--- src/sv/assert_macros.svh ---
// ----------------------------------------------------------------------------
// assert_macros.svh
// Assertion macros used by the RTL file cubic_bezier_flattener.sv
// ----------------------------------------------------------------------------
`ifndef ASSERT_MACROS_SVH
`define ASSERT_MACROS_SVH

// same-cycle implication
`define AST_IMP(lbl, clk, rst_n, ante, cons) \
	lbl: assert property (@(posedge clk) disable iff (!rst_n) (ante) |-> (cons)) \
		else $error("assertion failed");

// next-cycle implication
`define AST_NXT(lbl, clk, rst_n, ante, cons) \
	lbl: assert property (@(posedge clk) disable iff (!rst_n) (ante) |=> (cons)) \
		else $error("assertion failed");

`endif

--- src/sv/cbf_pkg.sv ---
// ----------------------------------------------------------------------------
// cbf_pkg
// Types, constants and helpers of the cubic Bezier flattener
// ----------------------------------------------------------------------------
`default_nettype none

package cbf_pkg;

	localparam int CBF_COORD_BITS = 32;
	localparam int CBF_MAX_DEPTH  = 4;
	localparam int CBF_DEPTH_BITS = 3;

	typedef logic signed [CBF_COORD_BITS-1:0] coord_t;

	localparam coord_t CBF_COORD_MAX = {1'b0, {(CBF_COORD_BITS-1){1'b1}}};
	localparam coord_t CBF_COORD_MIN = {1'b1, {(CBF_COORD_BITS-1){1'b0}}};

	localparam logic [1:0] FUNC_CUBIC = 2'd0;
	localparam logic [1:0] FUNC_QUAD  = 2'd1;
	localparam logic [1:0] FUNC_MOVE  = 2'd2;
	localparam logic [1:0] FUNC_RESET = 2'd3;

	typedef struct packed {
		coord_t x;
		coord_t y;
	} pt_t;

	typedef pt_t [3:0] cubic_t;

	typedef struct packed {
		logic [1:0] func;
		coord_t     ctrl1_x;
		coord_t     ctrl1_y;
		coord_t     ctrl2_x;
		coord_t     ctrl2_y;
		coord_t     end_x;
		coord_t     end_y;
	} cbf_in_t;

	typedef struct packed {
		coord_t point_x;
		coord_t point_y;
		coord_t box_min_x;
		coord_t box_min_y;
		coord_t box_max_x;
		coord_t box_max_y;
		logic   last_point;
	} cbf_out_t;

	// floor((a + b) / 2)
	function automatic coord_t cbf_mid(input coord_t a, input coord_t b);
		logic [CBF_COORD_BITS:0] s;
		s = {a[CBF_COORD_BITS-1], a} + {b[CBF_COORD_BITS-1], b};
		return s[CBF_COORD_BITS:1];
	endfunction

	function automatic pt_t cbf_mid_pt(input pt_t a, input pt_t b);
		pt_t r;
		r.x = cbf_mid(a.x, b.x);
		r.y = cbf_mid(a.y, b.y);
		return r;
	endfunction

endpackage

`default_nettype wire

--- src/sv/cubic_bezier_flattener.sv ---
// ----------------------------------------------------------------------------
// cubic_bezier_flattener
// Path command flattener: cubic and quadratic curves to polyline vertices
// ----------------------------------------------------------------------------
// Usage:
//  in channel (in_valid/in_ready/in_data) takes one path command at a time;
//  in_ready is high only while the block is idle.
//  out channel (out_valid/out_ready/out_data) gives the vertices of that
//  command, the final one marked by last_point.
//  cfg_we/cfg_wdata write subdivision_depth; the user must write it only while
//  idle, as the block itself has no check for this. A move gives its one vertex.
//  A curve of depth d runs through (2^d - 1) splits, each computing the first
//  and second midpoints and then pushing the right half, and 2^d leaves, each
//  a check and then its three vertices; opening a subpath first forces a vertex.
//  A quadratic first runs the bit-serial divide by three of its 2/3 weights.
//  One vertex is checked per cycle unless the receiver stalls; its output is
//  held back by one kept vertex so that last_point can be set.
//  If the receiver stalls, the block waits with its state intact.
//  Reset clears pen, box and subpath flags, and sets depth to MAX_DEPTH.
// ----------------------------------------------------------------------------
`default_nettype none
`include "assert_macros.svh"

module cubic_bezier_flattener
	import cbf_pkg::*;
#(
	parameter int MAX_DEPTH = CBF_MAX_DEPTH
) (
	input  wire logic                      clk,
	input  wire logic                      arst_n,
	input  wire logic                      cfg_we,
	input  wire logic [CBF_DEPTH_BITS-1:0] cfg_wdata,
	input  wire logic                      in_valid,
	output logic                           in_ready,
	input  wire cbf_in_t                   in_data,
	output logic                           out_valid,
	input  wire logic                      out_ready,
	output cbf_out_t                       out_data
);

	localparam int CB  = CBF_COORD_BITS;
	localparam int UW  = CB + 3;
	localparam int DCW = $clog2(UW + 1);
	localparam int STK = (MAX_DEPTH > 0) ? MAX_DEPTH : 1;
	localparam int SPW = $clog2(STK + 1);
	localparam int IW  = (STK > 1) ? $clog2(STK) : 1;
	localparam int LW  = ($clog2(MAX_DEPTH + 1) > 0) ? $clog2(MAX_DEPTH + 1) : 1;

	localparam logic [2:0] ST_IDLE   = 3'd0;
	localparam logic [2:0] ST_FORCE  = 3'd1;
	localparam logic [2:0] ST_DINIT  = 3'd2;
	localparam logic [2:0] ST_DIV    = 3'd3;
	localparam logic [2:0] ST_SETUP  = 3'd4;
	localparam logic [2:0] ST_SPLIT  = 3'd5;
	localparam logic [2:0] ST_EMIT   = 3'd6;
	localparam logic [2:0] ST_FINISH = 3'd7;

	logic [2:0]                state_q;
	logic [CBF_DEPTH_BITS-1:0] depth_q;
	cbf_in_t                   cmd_q;
	coord_t                    pen_x_q, pen_y_q;
	coord_t                    min_x_q, min_y_q, max_x_q, max_y_q;
	logic                      need_sub_q, has_pt_q;
	cbf_out_t                  pend_q, out_q;
	logic                      pend_v_q, out_v_q;
	cubic_t                    cur_q;
	logic [LW-1:0]             lvl_q;
	logic [1:0]                phase_q, idx_q;
	cubic_t                    stk_c_q [STK];
	logic [LW-1:0]             stk_l_q [STK];
	logic [SPW-1:0]            sp_q;
	pt_t                       ab_q, bc_q, cd_q, abc_q, bcd_q;
	logic [UW-1:0]             u_q [4];
	logic [1:0]                r_q [4];
	coord_t                    q_q [4];
	logic [DCW-1:0]            dcnt_q;

	logic          out_free, keep, go, force_v, in_acc, out_load;
	coord_t        vx, vy, nmin_x, nmin_y, nmax_x, nmax_y;
	pt_t           vpt, abcd;
	logic [LW-1:0] eff_depth;
	logic [IW-1:0] top;
	coord_t        d_base [4];
	coord_t        d_ctrl [4];
	logic [UW-1:0] d_u [4];

	assign in_ready  = (state_q == ST_IDLE);
	assign in_acc    = in_valid && in_ready;
	assign out_valid = out_v_q;
	assign out_data  = out_q;
	assign out_free  = !out_v_q || out_ready;
	assign top       = IW'(sp_q - SPW'(1));
	assign eff_depth = (depth_q > CBF_DEPTH_BITS'(MAX_DEPTH)) ? LW'(MAX_DEPTH) : LW'(depth_q);
	assign abcd      = cbf_mid_pt(abc_q, bcd_q);
	assign out_load  = (((state_q == ST_FORCE || state_q == ST_EMIT) && go && keep) ||
		state_q == ST_FINISH) && pend_v_q && out_free;

	// vertex under test
	always_comb begin
		if (state_q == ST_FORCE) begin
			force_v = 1'b1;
			if (cmd_q.func == FUNC_MOVE) begin
				vpt.x = cmd_q.end_x;
				vpt.y = cmd_q.end_y;
			end else begin
				vpt.x = cmd_q.ctrl1_x;
				vpt.y = cmd_q.ctrl1_y;
			end
		end else begin
			force_v = 1'b0;
			vpt     = cur_q[2'(idx_q + 2'd1)];
		end
		vx     = vpt.x;
		vy     = vpt.y;
		keep   = force_v || !(has_pt_q && vx == pen_x_q && vy == pen_y_q);
		go     = !keep || !pend_v_q || out_free;
		nmin_x = (vx < min_x_q) ? vx : min_x_q;
		nmin_y = (vy < min_y_q) ? vy : min_y_q;
		nmax_x = (vx > max_x_q) ? vx : max_x_q;
		nmax_y = (vy > max_y_q) ? vy : max_y_q;
	end

	// divide lanes: base and control of each 2/3 weight
	always_comb begin
		logic [CB:0]   diff;
		logic [CB+1:0] n;
		d_base[0] = pen_x_q;      d_ctrl[0] = cmd_q.ctrl1_x;
		d_base[1] = pen_y_q;      d_ctrl[1] = cmd_q.ctrl1_y;
		d_base[2] = cmd_q.end_x;  d_ctrl[2] = cmd_q.ctrl1_x;
		d_base[3] = cmd_q.end_y;  d_ctrl[3] = cmd_q.ctrl1_y;
		for (int i = 0; i < 4; i++) begin
			diff   = {d_ctrl[i][CB-1], d_ctrl[i]} - {d_base[i][CB-1], d_base[i]};
			n      = {diff, 1'b0};
			d_u[i] = {n[CB+1], n} + {2'b11, {(CB+1){1'b0}}};
		end
	end

	always_ff @(posedge clk or negedge arst_n) begin
		if (!arst_n) begin
			state_q    <= ST_IDLE;
			depth_q    <= CBF_DEPTH_BITS'(MAX_DEPTH);
			pen_x_q    <= '0;
			pen_y_q    <= '0;
			min_x_q    <= CBF_COORD_MAX;
			min_y_q    <= CBF_COORD_MAX;
			max_x_q    <= CBF_COORD_MIN;
			max_y_q    <= CBF_COORD_MIN;
			need_sub_q <= 1'b1;
			has_pt_q   <= 1'b0;
			pend_v_q   <= 1'b0;
			out_v_q    <= 1'b0;
			sp_q       <= '0;
			lvl_q      <= '0;
			phase_q    <= '0;
			idx_q      <= '0;
			dcnt_q     <= '0;
		end else begin
			if (cfg_we) begin
				depth_q <= cfg_wdata;
			end
			if (out_load) begin
				out_v_q <= 1'b1;
			end else if (out_v_q && out_ready) begin
				out_v_q <= 1'b0;
			end
			if ((state_q == ST_FORCE || state_q == ST_EMIT) && go && keep) begin
				pen_x_q  <= vx;
				pen_y_q  <= vy;
				has_pt_q <= 1'b1;
				min_x_q  <= nmin_x;
				min_y_q  <= nmin_y;
				max_x_q  <= nmax_x;
				max_y_q  <= nmax_y;
				pend_v_q <= 1'b1;
				pend_q   <= '{vx, vy, nmin_x, nmin_y, nmax_x, nmax_y, 1'b0};
				if (pend_v_q) begin
					out_q <= pend_q;
				end
			end
			case (state_q)
				ST_IDLE: begin
					if (in_acc) begin
						cmd_q <= in_data;
						case (in_data.func)
							FUNC_RESET: begin
								pen_x_q    <= '0;
								pen_y_q    <= '0;
								min_x_q    <= CBF_COORD_MAX;
								min_y_q    <= CBF_COORD_MAX;
								max_x_q    <= CBF_COORD_MIN;
								max_y_q    <= CBF_COORD_MIN;
								need_sub_q <= 1'b1;
								has_pt_q   <= 1'b0;
							end
							FUNC_MOVE: state_q <= ST_FORCE;
							default: begin
								if (need_sub_q) begin
									state_q <= ST_FORCE;
								end else if (in_data.func == FUNC_QUAD) begin
									state_q <= ST_DINIT;
								end else begin
									state_q <= ST_SETUP;
								end
							end
						endcase
					end
				end
				ST_FORCE: begin
					if (go) begin
						need_sub_q <= 1'b0;
						case (cmd_q.func)
							FUNC_MOVE: state_q <= ST_FINISH;
							FUNC_QUAD: state_q <= ST_DINIT;
							default:   state_q <= ST_SETUP;
						endcase
					end
				end
				ST_DINIT: begin
					for (int i = 0; i < 4; i++) begin
						u_q[i] <= d_u[i];
						r_q[i] <= '0;
					end
					dcnt_q  <= '0;
					state_q <= ST_DIV;
				end
				ST_DIV: begin
					// restoring divide by three, one quotient bit per cycle
					for (int i = 0; i < 4; i++) begin
						logic [2:0] r3;
						logic       ge;
						r3     = {r_q[i], u_q[i][UW-1]};
						ge     = (r3 >= 3'd3);
						r_q[i] <= ge ? 2'(r3 - 3'd3) : r3[1:0];
						q_q[i] <= {q_q[i][CB-2:0], ge};
						u_q[i] <= {u_q[i][UW-2:0], 1'b0};
					end
					dcnt_q <= dcnt_q + DCW'(1);
					if (dcnt_q == DCW'(UW - 1)) begin
						state_q <= ST_SETUP;
					end
				end
				ST_SETUP: begin
					cur_q[0] <= '{pen_x_q, pen_y_q};
					if (cmd_q.func == FUNC_QUAD) begin
						cur_q[1] <= '{pen_x_q + q_q[0], pen_y_q + q_q[1]};
						cur_q[2] <= '{cmd_q.end_x + q_q[2], cmd_q.end_y + q_q[3]};
					end else begin
						cur_q[1] <= '{cmd_q.ctrl1_x, cmd_q.ctrl1_y};
						cur_q[2] <= '{cmd_q.ctrl2_x, cmd_q.ctrl2_y};
					end
					cur_q[3] <= '{cmd_q.end_x, cmd_q.end_y};
					lvl_q    <= eff_depth;
					sp_q     <= '0;
					phase_q  <= '0;
					state_q  <= ST_SPLIT;
				end
				ST_SPLIT: begin
					if (lvl_q == '0) begin
						idx_q   <= '0;
						state_q <= ST_EMIT;
					end else begin
						case (phase_q)
							2'd0: begin
								ab_q    <= cbf_mid_pt(cur_q[0], cur_q[1]);
								bc_q    <= cbf_mid_pt(cur_q[1], cur_q[2]);
								cd_q    <= cbf_mid_pt(cur_q[2], cur_q[3]);
								phase_q <= 2'd1;
							end
							2'd1: begin
								abc_q   <= cbf_mid_pt(ab_q, bc_q);
								bcd_q   <= cbf_mid_pt(bc_q, cd_q);
								phase_q <= 2'd2;
							end
							default: begin
								stk_c_q[IW'(sp_q)] <= '{cur_q[3], cd_q, bcd_q, abcd};
								stk_l_q[IW'(sp_q)] <= lvl_q - LW'(1);
								sp_q     <= sp_q + SPW'(1);
								cur_q[1] <= ab_q;
								cur_q[2] <= abc_q;
								cur_q[3] <= abcd;
								lvl_q    <= lvl_q - LW'(1);
								phase_q  <= 2'd0;
							end
						endcase
					end
				end
				ST_EMIT: begin
					if (go) begin
						if (idx_q == 2'd2) begin
							if (sp_q == '0) begin
								state_q <= ST_FINISH;
							end else begin
								cur_q   <= stk_c_q[top];
								lvl_q   <= stk_l_q[top];
								sp_q    <= sp_q - SPW'(1);
								phase_q <= '0;
								state_q <= ST_SPLIT;
							end
						end else begin
							idx_q <= idx_q + 2'd1;
						end
					end
				end
				ST_FINISH: begin
					if (!pend_v_q) begin
						state_q <= ST_IDLE;
					end else if (out_free) begin
						out_q    <= '{pend_q.point_x, pend_q.point_y,
							pend_q.box_min_x, pend_q.box_min_y,
							pend_q.box_max_x, pend_q.box_max_y, 1'b1};
						pend_v_q <= 1'b0;
						state_q  <= ST_IDLE;
					end
				end
				default: state_q <= ST_IDLE;
			endcase
		end
	end

	`AST_IMP(a_idle_no_pend, clk, arst_n, state_q == ST_IDLE, !pend_v_q)
	`AST_IMP(a_sp_bound, clk, arst_n, 1'b1, sp_q <= SPW'(STK))
	`AST_NXT(a_finish_last, clk, arst_n, state_q == ST_FINISH && pend_v_q && out_free, out_v_q && out_q.last_point)
	`AST_IMP(a_box_order, clk, arst_n, has_pt_q, min_x_q <= max_x_q && min_y_q <= max_y_q)

endmodule

`default_nettype wire

--- config.mk ---
export PLATFORM = sky130hd
export DESIGN_NAME = cubic_bezier_flattener
export DESIGN_NICKNAME = d
export VERILOG_FILES = /design/src/sv/cbf_pkg.sv /design/src/sv/cubic_bezier_flattener.sv
export VERILOG_INCLUDE_DIRS = /design/src /design/src/sv
export SDC_FILE = /design/constraint.sdc
export NUM_CORES = 2
export LEC_CHECK = 0
export BUFFER_PORTS_ARGS = -buffer_cell sky130_fd_sc_hd__buf_2
export CORE_MARGIN = 2
export CORE_UTILIZATION = 45
export DETAILED_ROUTE_END_ITERATION = 6
export REMOVE_ABC_BUFFERS = 1
export SYNTH_ARGS = -nofsm -noshare
export SYNTH_HDL_FRONTEND = slang
export SYNTH_SLANG_ARGS = --single-unit
export TNS_END_PERCENT = 30
--- constraint.sdc ---
create_clock -name clk -period 34.2 [get_ports clk]
set_input_delay 3.42 -clock clk [delete_from_list [all_inputs] [get_ports clk]]
set_output_delay 3.42 -clock clk [all_outputs]
set_load 0.02 [all_outputs]
# Word-level counts from Yosys, hierarchy flattened
# Memories as Yosys holds them, arrays and structs flattened.
# Cells that the tools add are included.
[totals]
inputBits = 202
ff_bits = 1373
elab_cells = 303
romBits = 0
output_inout_bits = 195
memories = 5
ram_bits = 1312
latchBits = 0
[memory_table]
columns = ["name", "words", "width", "read_ports", "rd_ports_with_merged_regs", "wr", "line", "source"]
rows = [
  ["stk_c_q", 4, 256, 1, 0, 1, "cubic_bezier_flattener.sv:69", "cubic_t stk_c_q [STK];"],
  ["u_q", 4, 35, 4, 0, 4, "cubic_bezier_flattener.sv:73", "logic [UW-1:0] u_q [4];"],
  ["q_q", 4, 32, 4, 0, 4, "cubic_bezier_flattener.sv:75", "coord_t q_q [4];"],
  ["stk_l_q", 4, 3, 1, 0, 1, "cubic_bezier_flattener.sv:70", "logic [LW-1:0] stk_l_q [STK];"],
  ["r_q", 4, 2, 4, 0, 4, "cubic_bezier_flattener.sv:74", "logic [1:0] r_q [4];"],
]
[op_classes]
addsub = 33
n_eq_ne = 30
magnitude_cmp = 10
reduce_logical = 43
shift = 0
n_bitwise = 9
n_mul = 0
div_mod_pow = 0
mux = 118
[op_table]
columns = ["op", "count"]
rows = [
  ["$mux W193", 5],
  ["$mux W32", 28],
  ["$mux W256", 3],
  ["$pmux W192 S3", 1],
  ["$add A32 B32 Y33", 12],
  ["$mux W192", 2],
  ["$mux W64", 3],
  ["$add A34 B34 Y35 const B", 4],
  ["$mux W35", 4],
  ["$sub A32 B32 Y33", 4],
  ["$add A32 B32 Y32", 4],
  ["$bmux W64 S2", 1],
  ["$mux W128", 1],
  ["$pmux W64 S2", 1],
  ["$eq A32 B32 Y1", 2],
  ["$gt A32 B32 Y1", 2],
  ["$lt A32 B32 Y1", 2],
  ["$mux W3", 21],
  ["$mux W2", 16],
  ["$pmux W3 S8", 1],
  ["$mux W1", 22],
  ["$ne A2 B2 Y1 const B", 9],
  ["$pmux W3 S3", 2],
  ["$reduce_and A4 Y1", 4],
  ["37 further kinds", 89],
]

# Logic depth before layout (Yosys ltp)
[logic_depth]
ltp_word = 18
mapped_depth = 25
mapped_depth_nobuf = 18

# Worst setup path after synthesis
# OpenSTA, ideal clock, no wires.
[synth_path]
path_type = "input-to-reg"
start = "input port out_ready"
end = "register pend_q[100] (netlist bit), enable pin"
setup_time_ns = 1.214
required_ns = 32.986
cell_stages = 3
slack_ns = 11.125
path_buffers = 0
arrival_ns = 21.861
path_cell_list = "inv_1 -> and3_1 -> nor4_1"
[synth_via]
elab_chain_len = 5
[synth_rtl]
columns = ["element", "line", "source"]
rows = [
  ["start: declaration", "cubic_bezier_flattener.sv:37", "input wire logic out_ready,"],
  ["$logic_or A1 B1 Y1", "cubic_bezier_flattener.sv:91", "assign out_free = !out_v_q || out_ready;"],
  ["$logic_or A1 B1 Y1", "cubic_bezier_flattener.sv:116", "go = !keep || !pend_v_q || out_free;"],
  ["$logic_and A1 B1 Y1 (2 in series)", "cubic_bezier_flattener.sv:166", "if ((state_q == ST_FORCE || state_q == ST_EMIT) && go && keep) begin"],
  ["$reduce_and A2 Y1 (no source line)", "n/a", ""],
  ["end signal: assignment", "cubic_bezier_flattener.sv:175", "pend_q <= '{vx, vy, nmin_x, nmin_y, nmax_x, nmax_y, 1'b0};"],
  ["end: declaration", "cubic_bezier_flattener.sv:64", "cbf_out_t pend_q, out_q;"],
]
# Every way passes these cells.
# A chain may end at the register's enable or synchronous reset.

# Final worst setup path
[layout_path]
start = "register idx_q[0]"
end = "register cur_q[243] (netlist bit), enable pin"
[layout_via]
elab_chain_len = 14
word_cells_on_any_way = 17
classes_between = "1 x add/sub; 5 x eq/ne; 3 x mux; 8 x reduce/logical"
[layout_rtl]
columns = ["element", "line", "source"]
rows = [
  ["start: declaration", "cubic_bezier_flattener.sv:68", "logic [1:0] phase_q, idx_q;"],
  ["start signal: assignment", "cubic_bezier_flattener.sv:300", "idx_q <= idx_q + 2'd1;"],
  ["$add A2 B1 Y2", "cubic_bezier_flattener.sv:111", "vpt = cur_q[2'(idx_q + 2'd1)];"],
  ["$bmux W64 S2", "cubic_bezier_flattener.sv:111", ""],
  ["$mux W64 (not written as such)", "cubic_bezier_flattener.sv:111", ""],
  ["$mux W64", "cubic_bezier_flattener.sv:100", "if (state_q == ST_FORCE) begin"],
  ["$eq A32 B32 Y1", "cubic_bezier_flattener.sv:115", "keep = force_v || !(has_pt_q && vx == pen_x_q && vy == pen_y_q);"],
  ["$logic_and A1 B1 Y1 (2 in series)", "cubic_bezier_flattener.sv:115", ""],
  ["$logic_not A1 Y1", "cubic_bezier_flattener.sv:115", ""],
  ["$logic_or A1 B1 Y1", "cubic_bezier_flattener.sv:115", ""],
  ["$logic_not A1 Y1", "cubic_bezier_flattener.sv:116", ""],
  ["$logic_or A1 B1 Y1 (2 in series)", "cubic_bezier_flattener.sv:116", ""],
  ["$ne A2 B2 Y1 (no source line)", "n/a", ""],
  ["$reduce_and A7 Y1 (no source line) (*)", "n/a", ""],
  ["end signal: assignment", "cubic_bezier_flattener.sv:293", "cur_q <= stk_c_q[top];"],
  ["end: declaration", "cubic_bezier_flattener.sv:66", "cubic_t cur_q;"],
]
# Every way passes the cells marked *; elsewhere a longest branch is shown, timed or not. The select of a mux whose other input is x is not followed.

==> flow_metrics.env <==
export IMPL_outcome="complete, but fails checks"
export IMPL_failed_checks="DRC"
export IMPL_timing_critical_path_to_type="register"
export IMPL_die_y_um=553
export IMPL_final_nets=11718
export IMPL_yosys_warnings=0
export IMPL_pre_cts_slack_ns=25.76
export IMPL_worstSkewPairLatency_ns=0.94
export IMPL_synth_edf_count=2463
export IMPL_yosysTopAreaCell="edfxtp_1"
export IMPL_drt_initial_drc_count=11888
export IMPL_final_area_um2=153000
export IMPL_worstHoldPathCells=0
export IMPL_routed_wl_um=463000
export IMPL_final_cell_mix="2463 x edfxtp_1, 762 x ha_1, 708 x a21oi_1"
export IMPL_die_area_um2=306000
export IMPL_grt_first_pass_wirelength_um=655000
export IMPL_dr_total_vias=93027
export IMPL_synth_top_area_frac=0.545
export IMPL_rsz0062_at_grt="no"
export IMPL_ys_ff_latch=2681
export IMPL_crit_type="reg -> reg"
export IMPL_peakVddDrop_v=0.0000971
export IMPL_critPathLaunchType="register"
export IMPL_finalSetupViolCount=0
export IMPL_rows=201
export IMPL_cts_clk_slew_worst_paths_ns=0.06
export IMPL_fin_crit_ns=8.73
export IMPL_wl_per_cell_um=31.0
export IMPL_grt_usage=0.296
export IMPL_worstHoldPathType="reg -> reg"
export IMPL_final_layout_size_suffix_gt1_frac=0.162
export IMPL_dpl_cell_area_um2=143000
export IMPL_clock_skew_ns=0.0779
export IMPL_cts_resized=0
export IMPL_p_leak_nw=56.6
export IMPL_fin_tns_setup_ns=0
export IMPL_core_area_um2=300000
export IMPL_cts_sinks=2681
export IMPL_syn_inst=10197
export IMPL_crit_arrival_ns=9.27
export IMPL_root_buffer="clkbuf_16"
export IMPL_synth_top_cells_by_area="edfxtp_1 55%, ha_1 7.1%, mux4_2 5.4%"
export IMPL_grt_pass1_vias=89800
export IMPL_power_density_nw_per_um2=104
export IMPL_hp_start="q_q[1][17]"
export IMPL_rr_worst_depth=16
export IMPL_port_buffers=396
export IMPL_slew_violations=0
export IMPL_initial_core_util=0.452
export IMPL_cts_inserted_buffers=302
export IMPL_worstReg2RegStart="idx_q[0]"
export IMPL_reg2reg_to="cur_q[243]"
export IMPL_via_per_inst=6.22
export IMPL_regArea_um2=79500
export IMPL_boundaryPins=397
export IMPL_avgSynthCellArea_um2=13.3
export IMPL_max_slew_margin=0.123
export IMPL_ys_types=93
export IMPL_grt_start_max_net_pins=131
export IMPL_synth_area_um2=136000
export IMPL_hold_viol_final=0
export IMPL_ant_nets=0
export IMPL_postCtsSetupBuffers=0
export IMPL_layout_commonest_cell="edfxtp_1"
export IMPL_fmax_ghz=0.114
export IMPL_place_hpwl_um=336000
export IMPL_max_slew_worst_pin_slew_ns=1.32
export IMPL_cap_violations=0
export IMPL_min_period_over_period=0.255
export IMPL_cts_buffer_depth=4
export IMPL_worst_slack_ns=25.47
export IMPL_crit_required_ns=34.74
export IMPL_first_pass_iters=7
export IMPL_fillCellCount=25609
export IMPL_ctsHoldBuffers=0
export IMPL_gp_congestion=0.990
export IMPL_ys_seq_area_frac=0.586
export IMPL_async_flop_share=0.0813
export IMPL_min_to="q_q[1][18]"
export IMPL_areaGrowthSynthToFinish_pct=12.7
export IMPL_fp_dieW_um=553
export IMPL_final_util=0.510
export IMPL_htree_levels=5
export IMPL_whs_ns=0.436
export IMPL_cts_tree="yes"
export IMPL_antenna_found_initial=30
export IMPL_grt_ovfl_total=0
export IMPL_synth_flop_cell="edfxtp_1"
export IMPL_multiInputGateArea_um2=53100
export IMPL_reg2reg_slack_ns=25.47
export IMPL_crit_fanout=52
export IMPL_drc=2
## flip-flops by register name (all words and copies together) (netlist names), 32 cells and up
name and flops:
max_y_q 32, abc_q 64, stk_c_q 1024, pen_y_q 32, pen_x_q 32, u_q 136, bc_q 64, max_x_q 32
min_x_q 32, cd_q 64, q_q 128, pend_q 192, cmd_q 194, cur_q 256, min_y_q 32, ab_q 64
out_data 193, bcd_q 64
## critical path, cell delays in order, from the launching register on
cell and delay [ns]:
dfrtp_4 0.55, inv_1 0.11, ha_4 0.64, buf_4 0.66, mux4_2 0.40, nor2_1 0.10, a21o_1 0.52, o221ai_1 0.20
nor4_1 0.85, nor4b_1 0.34, o2111a_2 0.50, nand2_1 0.10, a21bo_1 0.26, or2_1 0.38, nor2_4 1.01, buf_4 0.67
buf_4 0.72
## cells in the mapped netlist (100+ instances only)
| cell type | count |
|---|---|
| xor2_1 | 179 |
| mux2i_1 | 130 |
| nor2_1 | 662 |
| dfrtp_1 | 152 |
| mux2_2 | 111 |
| o21ai_0 | 585 |
| a21oi_1 | 708 |
| mux4_2 | 323 |
| edfxtp_1 | 2463 |
| a22oi_1 | 110 |
| o21a_1 | 103 |
| a31oi_1 | 105 |
| a21o_1 | 272 |
| nor3_1 | 108 |
| mux2_4 | 100 |
| nand3_1 | 150 |
| inv_1 | 446 |
| ha_1 | 767 |
| nand2_1 | 661 |
| xnor2_1 | 411 |
| clkbuf_1 | 197 |
## layer usage
| metal | wire length, um | global-route usage | part of all wire |
|---|---|---|---|
| met1 | 197000 | 0.429 | 0.43 |
| met4 | 18800 | 0.110 | 0.041 |
| met3 | 43200 | 0.0494 | 0.093 |
| met2 | 204000 | 0.447 | 0.44 |
| met5 | 110 | 0 | 0.00024 |
## how the worst max path moves through the flow
stage                          start     endpoint  cells past startpoint
final                       idx_q[0]   cur_q[243]                     16
after global routing        idx_q[0]   cur_q[179]                     16
after CTS                   idx_q[0]   cur_q[101]                     16
after detailed placement    idx_q[0]   cur_q[164]                     16
after global placement    cmd_q[192]   cur_q[166]                     15
after floorplan           state_q[1]  pend_q[100]                      4
## through the flow
step                total power [mW]  cells
finish                          15.9  14947
CTS                             15.9  14940
floorplan                       10.1   9855
global placement                12.3  14382
detailed placement              12.4  14383
global route                    16.7  14942
## logic make-up (layout without fill, tap and decap cells)
logic type	Yosys count	in the layout	share of synthesized area
compound gates	2569	2569	0.120
xor+xnor	590	590	0.0381
fa+ha+maj	787	787	0.0737
buf+inv	788	1573	0.0241
flops	2681	2681	0.586
mux	734	734	0.0893
other cells	0	7	0
simple gates	2048	2048	0.0685
## area by class of cell
class	instances	area share
diodes	7	0.000115
clock buffers	363	0.0521
clock inverters	194	0.0148
inverters	446	0.0110
multi-input cells	6728	0.347
flip-flops and latches	2681	0.520
well taps	3958	0.0324
repair buffers	570	0.0219
## where the power goes
| part | leakage, nW | switching, mW | internal, mW |
|---|---|---|---|
| logic | 26.6 | 4.60 | 2.72 |
| clock network | 4.96 | 1.43 | 1.94 |
| registers | 25.0 | 0.543 | 4.70 |
| total | 56.6 | 6.57 | 9.36 |
(Power assumes the default switching activity.)
